<file path="src/sv/lsmt_pkg.sv">
// Shared types and constants of the learning switch MAC table.
package lsmt_pkg;

    localparam int TABLE_DEPTH = 64;
    localparam int IDX_W       = $clog2(TABLE_DEPTH);
    localparam int CNT_W       = $clog2(TABLE_DEPTH + 1);
    localparam int MAC_W       = 48;
    localparam int PORT_W      = 8;
    localparam int AGE_W       = 16;
    localparam int TYPE_W      = 16;
    localparam int CFG_IDX_W   = 2;
    localparam int CFG_DATA_W  = 16;

    localparam logic [CFG_IDX_W-1:0] CFG_AGING_LIMIT  = 2'd0;
    localparam logic [CFG_IDX_W-1:0] CFG_CONTROL_TYPE = 2'd1;
    localparam logic [CFG_IDX_W-1:0] CFG_DATA_TYPE    = 2'd2;

    localparam logic [AGE_W-1:0]  RST_AGING_LIMIT  = 16'd10;
    localparam logic [TYPE_W-1:0] RST_CONTROL_TYPE = 16'd0;
    localparam logic [TYPE_W-1:0] RST_DATA_TYPE    = 16'd2048;

    typedef enum logic [1:0] {
        ACT_FORWARD   = 2'd0,
        ACT_BROADCAST = 2'd1,
        ACT_DROP      = 2'd2
    } t_action;

    typedef struct packed {
        logic [MAC_W-1:0]  mac;
        logic [PORT_W-1:0] port;
        logic [AGE_W-1:0]  age;
    } t_entry;

    typedef struct packed {
        logic             we;
        logic [IDX_W-1:0] waddr;
        t_entry           wdata;
        logic             re;
        logic [IDX_W-1:0] raddr;
    } t_mem_req;

    typedef struct packed {
        logic [AGE_W-1:0]  aging_limit;
        logic [TYPE_W-1:0] control_type;
        logic [TYPE_W-1:0] data_type;
    } t_cfg;

    typedef struct packed {
        t_action           action;
        logic [PORT_W-1:0] out_port;
        logic              table_full;
    } t_result;

endpackage

</file>
<file path="src/sv/lsmt_entry_ram.sv">
// Entry memory of the MAC table: one write port, one read port, registered read data.
module lsmt_entry_ram (
    input  logic              i_clk,
    input  lsmt_pkg::t_mem_req i_req,
    output lsmt_pkg::t_entry   o_rdata
);

    lsmt_pkg::t_entry r_mem [lsmt_pkg::TABLE_DEPTH];
    lsmt_pkg::t_entry r_rdata;

    always_ff @(posedge i_clk) begin
        if (i_req.we) begin
            r_mem[i_req.waddr] <= i_req.wdata;
        end
        if (i_req.re) begin
            r_rdata <= r_mem[i_req.raddr];
        end
    end

    assign o_rdata = r_rdata;

endmodule

</file>
<file path="config.mk">
export PLATFORM = sky130hd
export DESIGN_NAME = lsmt_entry_ram
export DESIGN_NICKNAME = d
export VERILOG_FILES = /design/src/sv/lsmt_pkg.sv /design/src/sv/lsmt_entry_ram.sv
export SDC_FILE = /design/constraint.sdc
export NUM_CORES = 2
export LEC_CHECK = 0
export BUFFER_PORTS_ARGS = -buffer_cell sky130_fd_sc_hd__buf_2
export CAP_MARGIN = 5
export CORE_ASPECT_RATIO = 0.75
export CORE_MARGIN = 2
export CORE_UTILIZATION = 30
export CTS_BUF_LIST = sky130_fd_sc_hd__clkbuf_8
export CTS_CLUSTER_DIAMETER = 60
export CTS_CLUSTER_SIZE = 30
export DETAILED_ROUTE_END_ITERATION = 8
export MAX_ROUTING_LAYER = met4
export PLACE_DENSITY = 0.54
export SLEW_MARGIN = 0
export SYNTH_ARGS = -nofsm -noshare
export SYNTH_HDL_FRONTEND = slang
export SYNTH_MEMORY_MAX_BITS = 65536
export SYNTH_SLANG_ARGS = --single-unit
</file>
<file path="constraint.sdc">
create_clock -name i_clk -period 8.13 [get_ports i_clk]
set_clock_uncertainty 0.15 [all_clocks]
set_input_delay 0.813 -clock i_clk [delete_from_list [all_inputs] [get_ports i_clk]]
set_output_delay 0.813 -clock i_clk [all_outputs]
set_load 0.005 [all_outputs]
</file>
==> results.cfg <==
[timing]
worst_pin_slew_ns = 1.32
slew_headroom = 0.119
setup_tns_ns = 0
max_freq_ghz = 0.288
rsz0062_at_grt = false
final_hold_viol_count = 0
setup_viol_count_final = 0
drv_slew = 0
period_share = 0.427
period_minus_slack_ns = 3.47

[final_layout]
nets = 7566
drive_above_1_share = 0.252
synthToLayoutAreaGrowth_pct = 9.07
final_common_cell = edfxtp_1
final_util = 0.329
stdcell_count = 15600
layout_common_cells = edfxtp_1, mux4_2, a22oi_1
finish.instance_area_sq_mm = 0.192

[yosys]
synth_edf_count = 4680
synth_async_sr_flop_share = 0
synth_warnings = 0
syn_area_per_cell_sq_um = 24.1
yosys_register_bits = 4680
netlist_area_sq_mm = 0.176
synth_ff_type = edfxtp_1
ys_types = 26
ys_seq_area_frac = 0.799
syn-num-nets = 7392
netlist_instances = 7305

[die]
initial_utilization = 0.301
die-area_sq_mm = 0.593
num_rows = 243
io_pins = 159
die_h_microns = 667
die_w_microns = 888
core_sq_mm = 0.584

[cts]
cts_tree = done
cts_sinks = 4680
clock_latency_ns = 1.20
hold_buffers = 1
post_cts_buffers = 0
path_clk_slew_ns = 0.19
root_buffer = clkbuf_8
post_cts_resize_count = 0
ctsLongestPathBuffers = 4
htree_levels = 4
cts_made_buffers = 203

[run]
maxCapViolations = 0

[worst_setup_path]
slowest_delay_ns = 0.74
worst-path-buf-inv = 3
worst_setup_path_start_kind = primary input
crit_slowest_cell = o22ai_1
cp-end-kind = flip-flop
critical_path.max_fanout = 50
worstPathArrival_ns = 4.30
path_cells = buf_8, buf_4, nand2_4, buf_4, o22ai_1, nor2_1, o211a_1
cp_top_family = buffers and inverters
worst_path_most_repeated_cell = buf_4
crit_type = in2reg
cp.required_ns = 8.96

[global_route]
track_usage = 0.187
antenna_found_initial = 85
grt_pass1_wl_mm = 741
overflow = 0
grt_pass1_vias = 82400
grt_max_degree = 113

[outcome]
status = complete, no violations

[routing]
via_count = 85900
drt_pass1_iterations = 6
wl_per_cell_microns = 35.8
drc = 0
ant_nets = 0
drt_iter0_markers = 13600
routed_wl_mm = 557
viasPerCell = 5.52

[placed_design]
gp_congestion = 0.777
port_buffers = 158
dp_cells = 15100
dpl_cell_area_sq_mm = 0.187
post-dp-hpwl_mm = 302

[power]
totalPowerFinal_w = 0.0395
p_leak_nw = 56.2
peakVddDrop_v = 0.000144
power_density_mw_per_mm2 = 206

[worst_hold_path]
hold_path_class = in2reg
==> state kept, by name (all words and copies together) (netlist names) <==
signal and cells:
r_mem 4608, o_rdata 72
==> Yosys cell counts (all sizes together), types with 3 or more instances <==
library cell,n,area (sq um)
edfxtp,4680,141000
mux4,1152,25900
a22oi,288,2160
buf,275,1500
o22ai,144,901
clkbuf,143,537
nand3,128,641
nor2,120,450
mux2i,108,1080
a211oi,72,541
o211a,72,721
o221ai,54,473
nand3b,26,195
nand2b,9,56.3
nor2b,9,56.3
nand2,8,30.0
or3b,4,35.0
and2,3,18.8
or3,3,18.8
==> power by group <==
group | leakage [nW] | internal [W] | total (W) | switching (W)
logic | 11.9 | 0.000803 | 0.00231 | 0.00151
clock network | 2.09 | 0.00294 | 0.0103 | 0.00738
registers | 42.2 | 0.0267 | 0.0269 | 0.000118
total | 56.2 | 0.0305 | 0.0395 | 0.00901
==> path summary, 6_finish.rpt <==
check        cells after the start  slack [ns]          start      endpoint
max                              7        4.66       i_req[1]   o_rdata[23]
min                              1        0.16      i_req[44]  r_mem[2][37]
max reg2reg                      4        5.83  r_mem[55][48]   o_rdata[48]
min reg2reg                      4        0.73  r_mem[15][57]   o_rdata[57]
==> cell families after synthesis <==
| kind of cell | after synthesis | share of synthesized area |
|---|---|---|
| compound gates | 630 | 0.0273 |
| flops | 4680 | 0.799 |
| simple gates | 317 | 0.00878 |
| mux | 1260 | 0.154 |
| buf+inv | 418 | 0.0115 |
==> per-layer routing <==
metal	share of wire	vias up	GRT usage	wire (microns)
met2	0.45	4843	0.275	249000
met1	0.44	48500	0.275	244000
li1	-	31900	-	-
met4	0.018	0	0.0305	9890
met3	0.098	574	0.0382	54600
met5	0	-	-	0
==> worst reg2reg max path: cells and delay by family (launching register included) <==
| family | cells | cell delay, ns |
|---|---|---|
| AO/OA/AOI/OAI | 2 | 0.57 |
| multiplexers | 2 | 0.99 |
| flip-flops | 1 | 0.40 |
==> metrics by stage <==
step | hold slack, ns | worst slack (ns)
final | 0.160 | 4.66
after global routing | 0.152 | 4.63
after CTS | 0.0613 | 4.54
after detailed placement | 0.748 | 3.46
after global placement | 0.740 | 3.45
after floorplan | 0.706 | 1.17
==> final cells by class <==
cell class | count | area [sq um]
well taps | 7840 | 9810
multi-input cells | 2207 | 34000
flip-flops and latches | 4680 | 141000
clock inverters | 112 | 1250
repair buffers | 387 | 3190
fillers | 54200 | 392000
clock buffers | 205 | 2820
diodes | 136 | 340
(Power assumes the default switching activity.)
