File: config.mk
export PLATFORM = sky130hd
export DESIGN_NAME = lsmt_seq
export DESIGN_NICKNAME = d
export VERILOG_FILES = /design/src/sv/lsmt_pkg.sv /design/src/sv/lsmt_seq.sv
export SDC_FILE = /design/constraint.sdc
export NUM_CORES = 1
export LEC_CHECK = 0
export BUFFER_PORTS_ARGS = -buffer_cell sky130_fd_sc_hd__buf_4
export CORE_AREA = 2 2 191 193
export CTS_CLUSTER_SIZE = 12
export DETAILED_ROUTE_END_ITERATION = 12
export DIE_AREA = 0 0 193 195
export PLACE_DENSITY = 0.63
export SLEW_MARGIN = 15
export SYNTH_ARGS = -nofsm -noshare
export SYNTH_HDL_FRONTEND = slang
export SYNTH_SLANG_ARGS = --single-unit
File: constraint.sdc
create_clock -name i_clk -period 4.6 [get_ports i_clk]
set_input_delay 0.46 -clock i_clk [delete_from_list [all_inputs] [get_ports i_clk]]
set_output_delay 0.46 -clock i_clk [all_outputs]
set_load 0.01 [all_outputs]
File: src/sv/lsmt_pkg.sv
// Shared types and constants of the learning switch MAC table.
package lsmt_pkg;

    localparam int TABLE_DEPTH = 64;
    localparam int IDX_W       = $clog2(TABLE_DEPTH);
    localparam int CNT_W       = $clog2(TABLE_DEPTH + 1);
    localparam int MAC_W       = 48;
    localparam int PORT_W      = 8;
    localparam int AGE_W       = 16;
    localparam int TYPE_W      = 16;
    localparam int CFG_IDX_W   = 2;
    localparam int CFG_DATA_W  = 16;

    localparam logic [CFG_IDX_W-1:0] CFG_AGING_LIMIT  = 2'd0;
    localparam logic [CFG_IDX_W-1:0] CFG_CONTROL_TYPE = 2'd1;
    localparam logic [CFG_IDX_W-1:0] CFG_DATA_TYPE    = 2'd2;

    localparam logic [AGE_W-1:0]  RST_AGING_LIMIT  = 16'd10;
    localparam logic [TYPE_W-1:0] RST_CONTROL_TYPE = 16'd0;
    localparam logic [TYPE_W-1:0] RST_DATA_TYPE    = 16'd2048;

    typedef enum logic [1:0] {
        ACT_FORWARD   = 2'd0,
        ACT_BROADCAST = 2'd1,
        ACT_DROP      = 2'd2
    } t_action;

    typedef struct packed {
        logic [MAC_W-1:0]  mac;
        logic [PORT_W-1:0] port;
        logic [AGE_W-1:0]  age;
    } t_entry;

    typedef struct packed {
        logic             we;
        logic [IDX_W-1:0] waddr;
        t_entry           wdata;
        logic             re;
        logic [IDX_W-1:0] raddr;
    } t_mem_req;

    typedef struct packed {
        logic [AGE_W-1:0]  aging_limit;
        logic [TYPE_W-1:0] control_type;
        logic [TYPE_W-1:0] data_type;
    } t_cfg;

    typedef struct packed {
        t_action           action;
        logic [PORT_W-1:0] out_port;
        logic              table_full;
    } t_result;

endpackage

File: src/sv/lsmt_seq.sv
// Sequencer of the MAC table: scan, learn, refresh and aging sweep over the entry memory.
module lsmt_seq (
    input  logic                             i_clk,
    input  logic                             i_rst_n,
    input  lsmt_pkg::t_cfg                   i_cfg,
    input  logic                             i_start,
    input  logic [lsmt_pkg::PORT_W-1:0]      i_port,
    input  logic [lsmt_pkg::MAC_W-1:0]       i_src,
    input  logic [lsmt_pkg::MAC_W-1:0]       i_dst,
    input  logic [lsmt_pkg::TYPE_W-1:0]      i_type,
    output logic                             o_idle,
    output logic                             o_done,
    output lsmt_pkg::t_result                o_result,
    input  logic                             i_take,
    output lsmt_pkg::t_mem_req               o_mem_req,
    input  lsmt_pkg::t_entry                 i_rdata
);

    typedef enum logic [5:0] {
        S_IDLE  = 6'b000001,
        S_SCAN  = 6'b000010,
        S_LEARN = 6'b000100,
        S_AGE   = 6'b001000,
        S_HIT   = 6'b010000,
        S_DONE  = 6'b100000
    } t_state;

    t_state                            r_state;
    logic [lsmt_pkg::TABLE_DEPTH-1:0]  r_valid;
    logic [lsmt_pkg::CNT_W-1:0]        r_idx;
    logic                              r_rd_pend;
    logic [lsmt_pkg::IDX_W-1:0]        r_rd_idx;

    logic [lsmt_pkg::PORT_W-1:0]       r_port;
    logic [lsmt_pkg::MAC_W-1:0]        r_src;
    logic [lsmt_pkg::MAC_W-1:0]        r_dst;
    logic [lsmt_pkg::TYPE_W-1:0]       r_type;

    logic                              r_src_hit;
    logic [lsmt_pkg::IDX_W-1:0]        r_src_slot;
    logic [lsmt_pkg::PORT_W-1:0]       r_src_port;
    logic                              r_dst_hit;
    logic [lsmt_pkg::IDX_W-1:0]        r_dst_slot;
    logic [lsmt_pkg::PORT_W-1:0]       r_dst_port;
    logic                              r_free_found;
    logic [lsmt_pkg::IDX_W-1:0]        r_free_slot;

    lsmt_pkg::t_result                 r_result;

    logic                              more_rd;
    logic                              sweep_end;
    logic                              learn_we;
    logic [lsmt_pkg::IDX_W-1:0]        learn_slot;
    logic [lsmt_pkg::PORT_W-1:0]       learn_port;
    logic                              same_mac;
    logic                              dst_hit_eff;
    logic [lsmt_pkg::IDX_W-1:0]        dst_slot_eff;
    logic [lsmt_pkg::PORT_W-1:0]       dst_port_eff;
    logic [lsmt_pkg::AGE_W-1:0]        age_dec;
    logic                              age_we;

    assign more_rd   = r_idx < lsmt_pkg::CNT_W'(lsmt_pkg::TABLE_DEPTH);
    assign sweep_end = !more_rd && !r_rd_pend;

    // A known source keeps its stored port; an unknown one takes the lowest free slot.
    assign learn_we   = r_src_hit || r_free_found;
    assign learn_slot = r_src_hit ? r_src_slot : r_free_slot;
    assign learn_port = r_src_hit ? r_src_port : r_port;

    // When the destination equals the source, the lookup sees the entry just learned.
    assign same_mac     = r_dst == r_src;
    assign dst_hit_eff  = same_mac ? learn_we   : r_dst_hit;
    assign dst_slot_eff = same_mac ? learn_slot : r_dst_slot;
    assign dst_port_eff = same_mac ? learn_port : r_dst_port;

    assign age_dec = i_rdata.age - lsmt_pkg::AGE_W'(1);
    assign age_we  = (r_state == S_AGE) && r_rd_pend && r_valid[r_rd_idx];

    always_comb begin
        o_mem_req = '0;
        case (r_state)
            S_SCAN: begin
                o_mem_req.re    = more_rd;
                o_mem_req.raddr = r_idx[lsmt_pkg::IDX_W-1:0];
            end
            S_AGE: begin
                o_mem_req.re         = more_rd;
                o_mem_req.raddr      = r_idx[lsmt_pkg::IDX_W-1:0];
                o_mem_req.we         = age_we;
                o_mem_req.waddr      = r_rd_idx;
                o_mem_req.wdata.mac  = i_rdata.mac;
                o_mem_req.wdata.port = i_rdata.port;
                o_mem_req.wdata.age  = age_dec;
            end
            S_LEARN: begin
                o_mem_req.we         = learn_we;
                o_mem_req.waddr      = learn_slot;
                o_mem_req.wdata.mac  = r_src;
                o_mem_req.wdata.port = learn_port;
                o_mem_req.wdata.age  = i_cfg.aging_limit;
            end
            S_HIT: begin
                o_mem_req.we         = 1'b1;
                o_mem_req.waddr      = r_dst_slot;
                o_mem_req.wdata.mac  = r_dst;
                o_mem_req.wdata.port = r_dst_port;
                o_mem_req.wdata.age  = i_cfg.aging_limit;
            end
            default: begin
                o_mem_req = '0;
            end
        endcase
    end

    always_ff @(posedge i_clk) begin
        if (!i_rst_n) begin
            r_state      <= S_IDLE;
            r_valid      <= '0;
            r_idx        <= '0;
            r_rd_pend    <= 1'b0;
            r_src_hit    <= 1'b0;
            r_dst_hit    <= 1'b0;
            r_free_found <= 1'b0;
        end else begin
            case (r_state)
                S_IDLE: begin
                    if (i_start) begin
                        r_port       <= i_port;
                        r_src        <= i_src;
                        r_dst        <= i_dst;
                        r_type       <= i_type;
                        r_src_hit    <= 1'b0;
                        r_dst_hit    <= 1'b0;
                        r_free_found <= 1'b0;
                        r_idx        <= '0;
                        r_rd_pend    <= 1'b0;
                        r_state      <= S_SCAN;
                    end
                end
                S_SCAN: begin
                    r_rd_pend <= more_rd;
                    r_rd_idx  <= r_idx[lsmt_pkg::IDX_W-1:0];
                    if (more_rd) begin
                        r_idx <= r_idx + lsmt_pkg::CNT_W'(1);
                    end
                    if (r_rd_pend) begin
                        if (r_valid[r_rd_idx]) begin
                            if (!r_src_hit && i_rdata.mac == r_src) begin
                                r_src_hit  <= 1'b1;
                                r_src_slot <= r_rd_idx;
                                r_src_port <= i_rdata.port;
                            end
                            if (!r_dst_hit && i_rdata.mac == r_dst) begin
                                r_dst_hit  <= 1'b1;
                                r_dst_slot <= r_rd_idx;
                                r_dst_port <= i_rdata.port;
                            end
                        end else if (!r_free_found) begin
                            r_free_found <= 1'b1;
                            r_free_slot  <= r_rd_idx;
                        end
                    end
                    if (sweep_end) begin
                        r_state <= S_LEARN;
                    end
                end
                S_LEARN: begin
                    if (!r_src_hit && r_free_found) begin
                        r_valid[r_free_slot] <= 1'b1;
                    end
                    r_dst_hit           <= dst_hit_eff;
                    r_dst_slot          <= dst_slot_eff;
                    r_dst_port          <= dst_port_eff;
                    r_result.table_full <= !learn_we;
                    r_result.out_port   <= '0;
                    r_idx               <= '0;
                    r_rd_pend           <= 1'b0;
                    if (r_type == i_cfg.control_type) begin
                        r_result.action <= lsmt_pkg::ACT_DROP;
                        r_state         <= S_AGE;
                    end else if (r_type == i_cfg.data_type && dst_hit_eff) begin
                        r_result.action <= lsmt_pkg::ACT_BROADCAST;
                        r_state         <= S_HIT;
                    end else begin
                        r_result.action <= lsmt_pkg::ACT_BROADCAST;
                        r_state         <= S_DONE;
                    end
                end
                S_AGE: begin
                    r_rd_pend <= more_rd;
                    r_rd_idx  <= r_idx[lsmt_pkg::IDX_W-1:0];
                    if (more_rd) begin
                        r_idx <= r_idx + lsmt_pkg::CNT_W'(1);
                    end
                    if (age_we && age_dec == '0) begin
                        r_valid[r_rd_idx] <= 1'b0;
                    end
                    if (sweep_end) begin
                        r_state <= S_DONE;
                    end
                end
                S_HIT: begin
                    if (r_dst_port != r_port) begin
                        r_result.action   <= lsmt_pkg::ACT_FORWARD;
                        r_result.out_port <= r_dst_port;
                    end else begin
                        r_result.action <= lsmt_pkg::ACT_DROP;
                    end
                    r_state <= S_DONE;
                end
                S_DONE: begin
                    if (i_take) begin
                        r_state <= S_IDLE;
                    end
                end
                default: begin
                    r_state <= S_IDLE;
                end
            endcase
        end
    end

    assign o_idle   = r_state == S_IDLE;
    assign o_done   = r_state == S_DONE;
    assign o_result = r_result;

    // The aging sweep writes one entry while reading the next, never the same one.
    a_no_rw_collision: assert property (@(posedge i_clk) disable iff (!i_rst_n)
        (o_mem_req.we && o_mem_req.re) |-> (o_mem_req.waddr != o_mem_req.raddr))
        else $error("entry memory read and write hit the same slot");

    // Learning into a free slot marks it valid right away.
    a_learn_sets_valid: assert property (@(posedge i_clk) disable iff (!i_rst_n)
        (r_state == S_LEARN && !r_src_hit && r_free_found) |=> r_valid[$past(r_free_slot)])
        else $error("learned slot not marked valid");

    // A full-table flag means the source was neither found nor placed.
    a_full_consistent: assert property (@(posedge i_clk) disable iff (!i_rst_n)
        (r_state == S_DONE && r_result.table_full) |-> (!r_src_hit && !r_free_found))
        else $error("table_full raised although the source was learned");

    // Only a forwarded frame carries an egress port.
    a_port_only_on_forward: assert property (@(posedge i_clk) disable iff (!i_rst_n)
        (r_state == S_DONE && r_result.action != lsmt_pkg::ACT_FORWARD)
        |-> (r_result.out_port == '0))
        else $error("nonzero out_port on a frame that is not forwarded");

endmodule

==> flow_metrics.tcl <==
set metrics [dict create \
    avgSynthCellArea_um2 10.8 \
    cpPeakStageDelay_ps 950 \
    required_ps 4140 \
    grt-ovfl-total 0 \
    yosys_warnings 0 \
    die_w_um 193 \
    cp_common_cell "buf_4" \
    synth.top_cell.area_share 0.386 \
    crit_type "flop to output port" \
    cp-end-kind "output port" \
    routed_wl_mm 46.5 \
    drv_cap 0 \
    clk_pin_slew_ps 60 \
    area_growth_pct 30.5 \
    die_y_um 195 \
    synth-simple-area-share 0.136 \
    busiest_layer "met2" \
    synth_area_leader_cell "edfxtp_1" \
    vias 11400 \
    synth-main-ff-cell "edfxtp_1" \
    met1_usage 0.297 \
    max_freq_ghz 0.252 \
    viasPerCell 5.60 \
    tightestPinTransition_ps 1110 \
    crit_slowest_cell "edfxtp_1" \
    multi_input_area_um2 6130 \
    cts_tree "done" \
    grtUsageMet3 0.0500 \
    initial_core_util 0.376 \
    path_cells "buf_4, mux2i_1, a22oi_1, nand3_1, nand4_1, nor3_2, buf_4, o221ai_1, buf_4" \
    status "complete, no violations" \
    io_pins 343 \
    final.fill_count 3254 \
    synth_top_family_by_area "compound AO/OA/AOI/OAI gates" \
    synth_edf_count 171 \
    synthAdderAreaFrac 0.00282 \
    die-area_um2 37600 \
    start_kind "flop" \
    syn_area_um2 13300 \
    async_flop_share 0 \
    synth_seq_cells 252 \
    grt_usage 0.241 \
    syn_nets 1479 \
    portBuffers 342 \
    peakVddDrop_v 0.000356 \
    clock_latency_ps 560 \
    dp_hpwl_mm 34.6 \
    powerDensity_nw_per_um2 336 \
    post-synth-top-count-cell "edfxtp_1" \
    hold_buffers 0 \
    fin_util 0.491 \
    cts_root_buffer "clkbuf_16" \
    synthMuxAreaShare 0.0250 \
    drive_above_1_share 0.267 \
    routabilityCongestion 0.916 \
    crit_buf_inv 3 \
    cts_setup_buffers 0 \
    skew_ps 13.5 \
    coreArea_um2 35400 \
    cp.arrival_ps 3500 \
    synth_area_leaders "edfxtp_1 39%, dfxtp_1 12%, xnor2_1 7.2%" \
    cts_resized 0 \
    route.detailed.drc 0 \
    wl_per_cell_um 22.7 \
    synth.distinct_cells 64 \
    grt_max_degree 108 \
    max-clock-path-buffers 3 \
    period_needed_ps 3960 \
    met2_usage 0.424 \
    clkSinkCount 252 \
    hold_path.class "primary input to flop" \
    rsz0062_at_grt "no" \
    hold_viol 0 \
    crit_fanout 22 \
    p_leak_uw 0.00683 \
    setup_viol 0 \
    first_global_vias 11400 \
    antenna_left 0 \
    cts_buffers 30 \
    relSlewSlack 0.256 \
    synth_cells 1232 \
    antenna_found_initial 2 \
    synth-xor-area-share 0.128 \
    register_area_um2 6760 \
    synthTopCellsByCount "171 x edfxtp_1, 110 x xnor2_1, 109 x nand2_1" \
    grt_pass1_wl_mm 68.8 \
    drtIter0Drc 1032 \
    design_area_um2 17400 \
    htree_levels 1 \
    yosysSeqAreaShare 0.508 \
    nets 1808 \
    critPathTopFamily "flip-flops" \
    dr.pass1.iters 9 \
    finalSetupTns_ps 0 \
    fin_crit_sh 0.861 \
    rows 69 \
    synth-compound-area-share 0.166 \
    slew_violations 0 \
    placed_cell_area_um2 16400 \
]
[cell type report]
| type | count | share of cell area |
|---|---|---|
| Clock inverter | 19 | 0.0128 |
| Sequential cell | 252 | 0.389 |
| Multi-Input combinational cell | 859 | 0.353 |
| Clock buffer | 35 | 0.0443 |
| Inverter | 63 | 0.0136 |
| Tap cell | 461 | 0.0332 |
| Antenna cell | 1 | 0.000144 |
| Timing Repair Buffer | 355 | 0.154 |
[report_power, final]
| part | total [uW] | switching, uW | leakage [uW] | internal [uW] |
|---|---|---|---|---|
| registers | 2680 | 119 | 0.00220 | 2560 |
| logic | 736 | 386 | 0.00415 | 350 |
| clock network | 2420 | 959 | 0.000479 | 1460 |
| total | 5840 | 1460 | 0.00683 | 4380 |
[routing by layer]
| layer | up-vias | part of all wire |
|---|---|---|
| met5 | - | 0 |
| met4 | 0 | 0.026 |
| met3 | 67 | 0.072 |
| met2 | 428 | 0.52 |
| met1 | 5592 | 0.38 |
| li1 | 5357 | - |
[state kept, by name, indices dropped and copies added (netlist names)]
register / cells
r_src_hit: 1
r_state: 6
r_type: 16
r_free_slot: 6
r_dst_slot: 6
r_free_found: 1
r_idx: 7
r_src_port: 8
r_rd_pend: 1
r_valid: 64
r_dst: 48
o_result: 11
r_dst_hit: 1
r_src_slot: 6
r_dst_port: 8
r_rd_idx: 6
r_port: 8
r_src: 48
[path summary, 6_finish.rpt]
path,from,slack (ps),cells past startpoint,endpoint
min,i_src[34],70,1,r_src[34]
min reg2reg,r_valid[3],480,2,r_valid[3]
max reg2reg,r_rd_idx[0],1050,8,r_free_slot[2]
max,r_rd_idx[0],640,9,o_mem_req[85]
[placed cells by master, fill, tap and decap left out, types with 13 or more instances in the layout]
cell type	synthesis	layout
buf_4	0	354
edfxtp_1	171	171
xnor2_1	110	110
nand2_1	109	109
o21ai_0	90	90
xor2_1	85	85
dfxtp_1	81	81
inv_1	63	63
a32oi_1	55	55
nor2_1	50	50
a222oi_1	49	49
nor4_1	33	32
nand4_1	32	32
mux2i_1	31	31
clkbuf_16	0	30
and2_1	19	19
a221oi_1	16	16
a21o_1	15	15
nand3_1	13	13
[through the flow]
step	hold WS [ps]	setup WS [ps]	std cells	power [uW]
6_report	73.0	638	2045	5840
5_1_grt	53.6	512	2045	6040
4_1_cts	53.9	672	2044	5880
3_5_place_dp	470	1120	1990	3460
3_3_place_gp	461	1140	1990	3450
2_1_floorplan	439	891	1232	3080
[kinds of logic after synthesis]
group	after synthesis
multiplexers	33
XOR/XNOR	195
AO/OA/AOI/OAI	292
flip-flops	252
AND/OR/NAND/NOR	336
adder cells (fa/ha/maj)	3
buffers and inverters	121
Note: power is estimated with default switching activity, not from simulation.
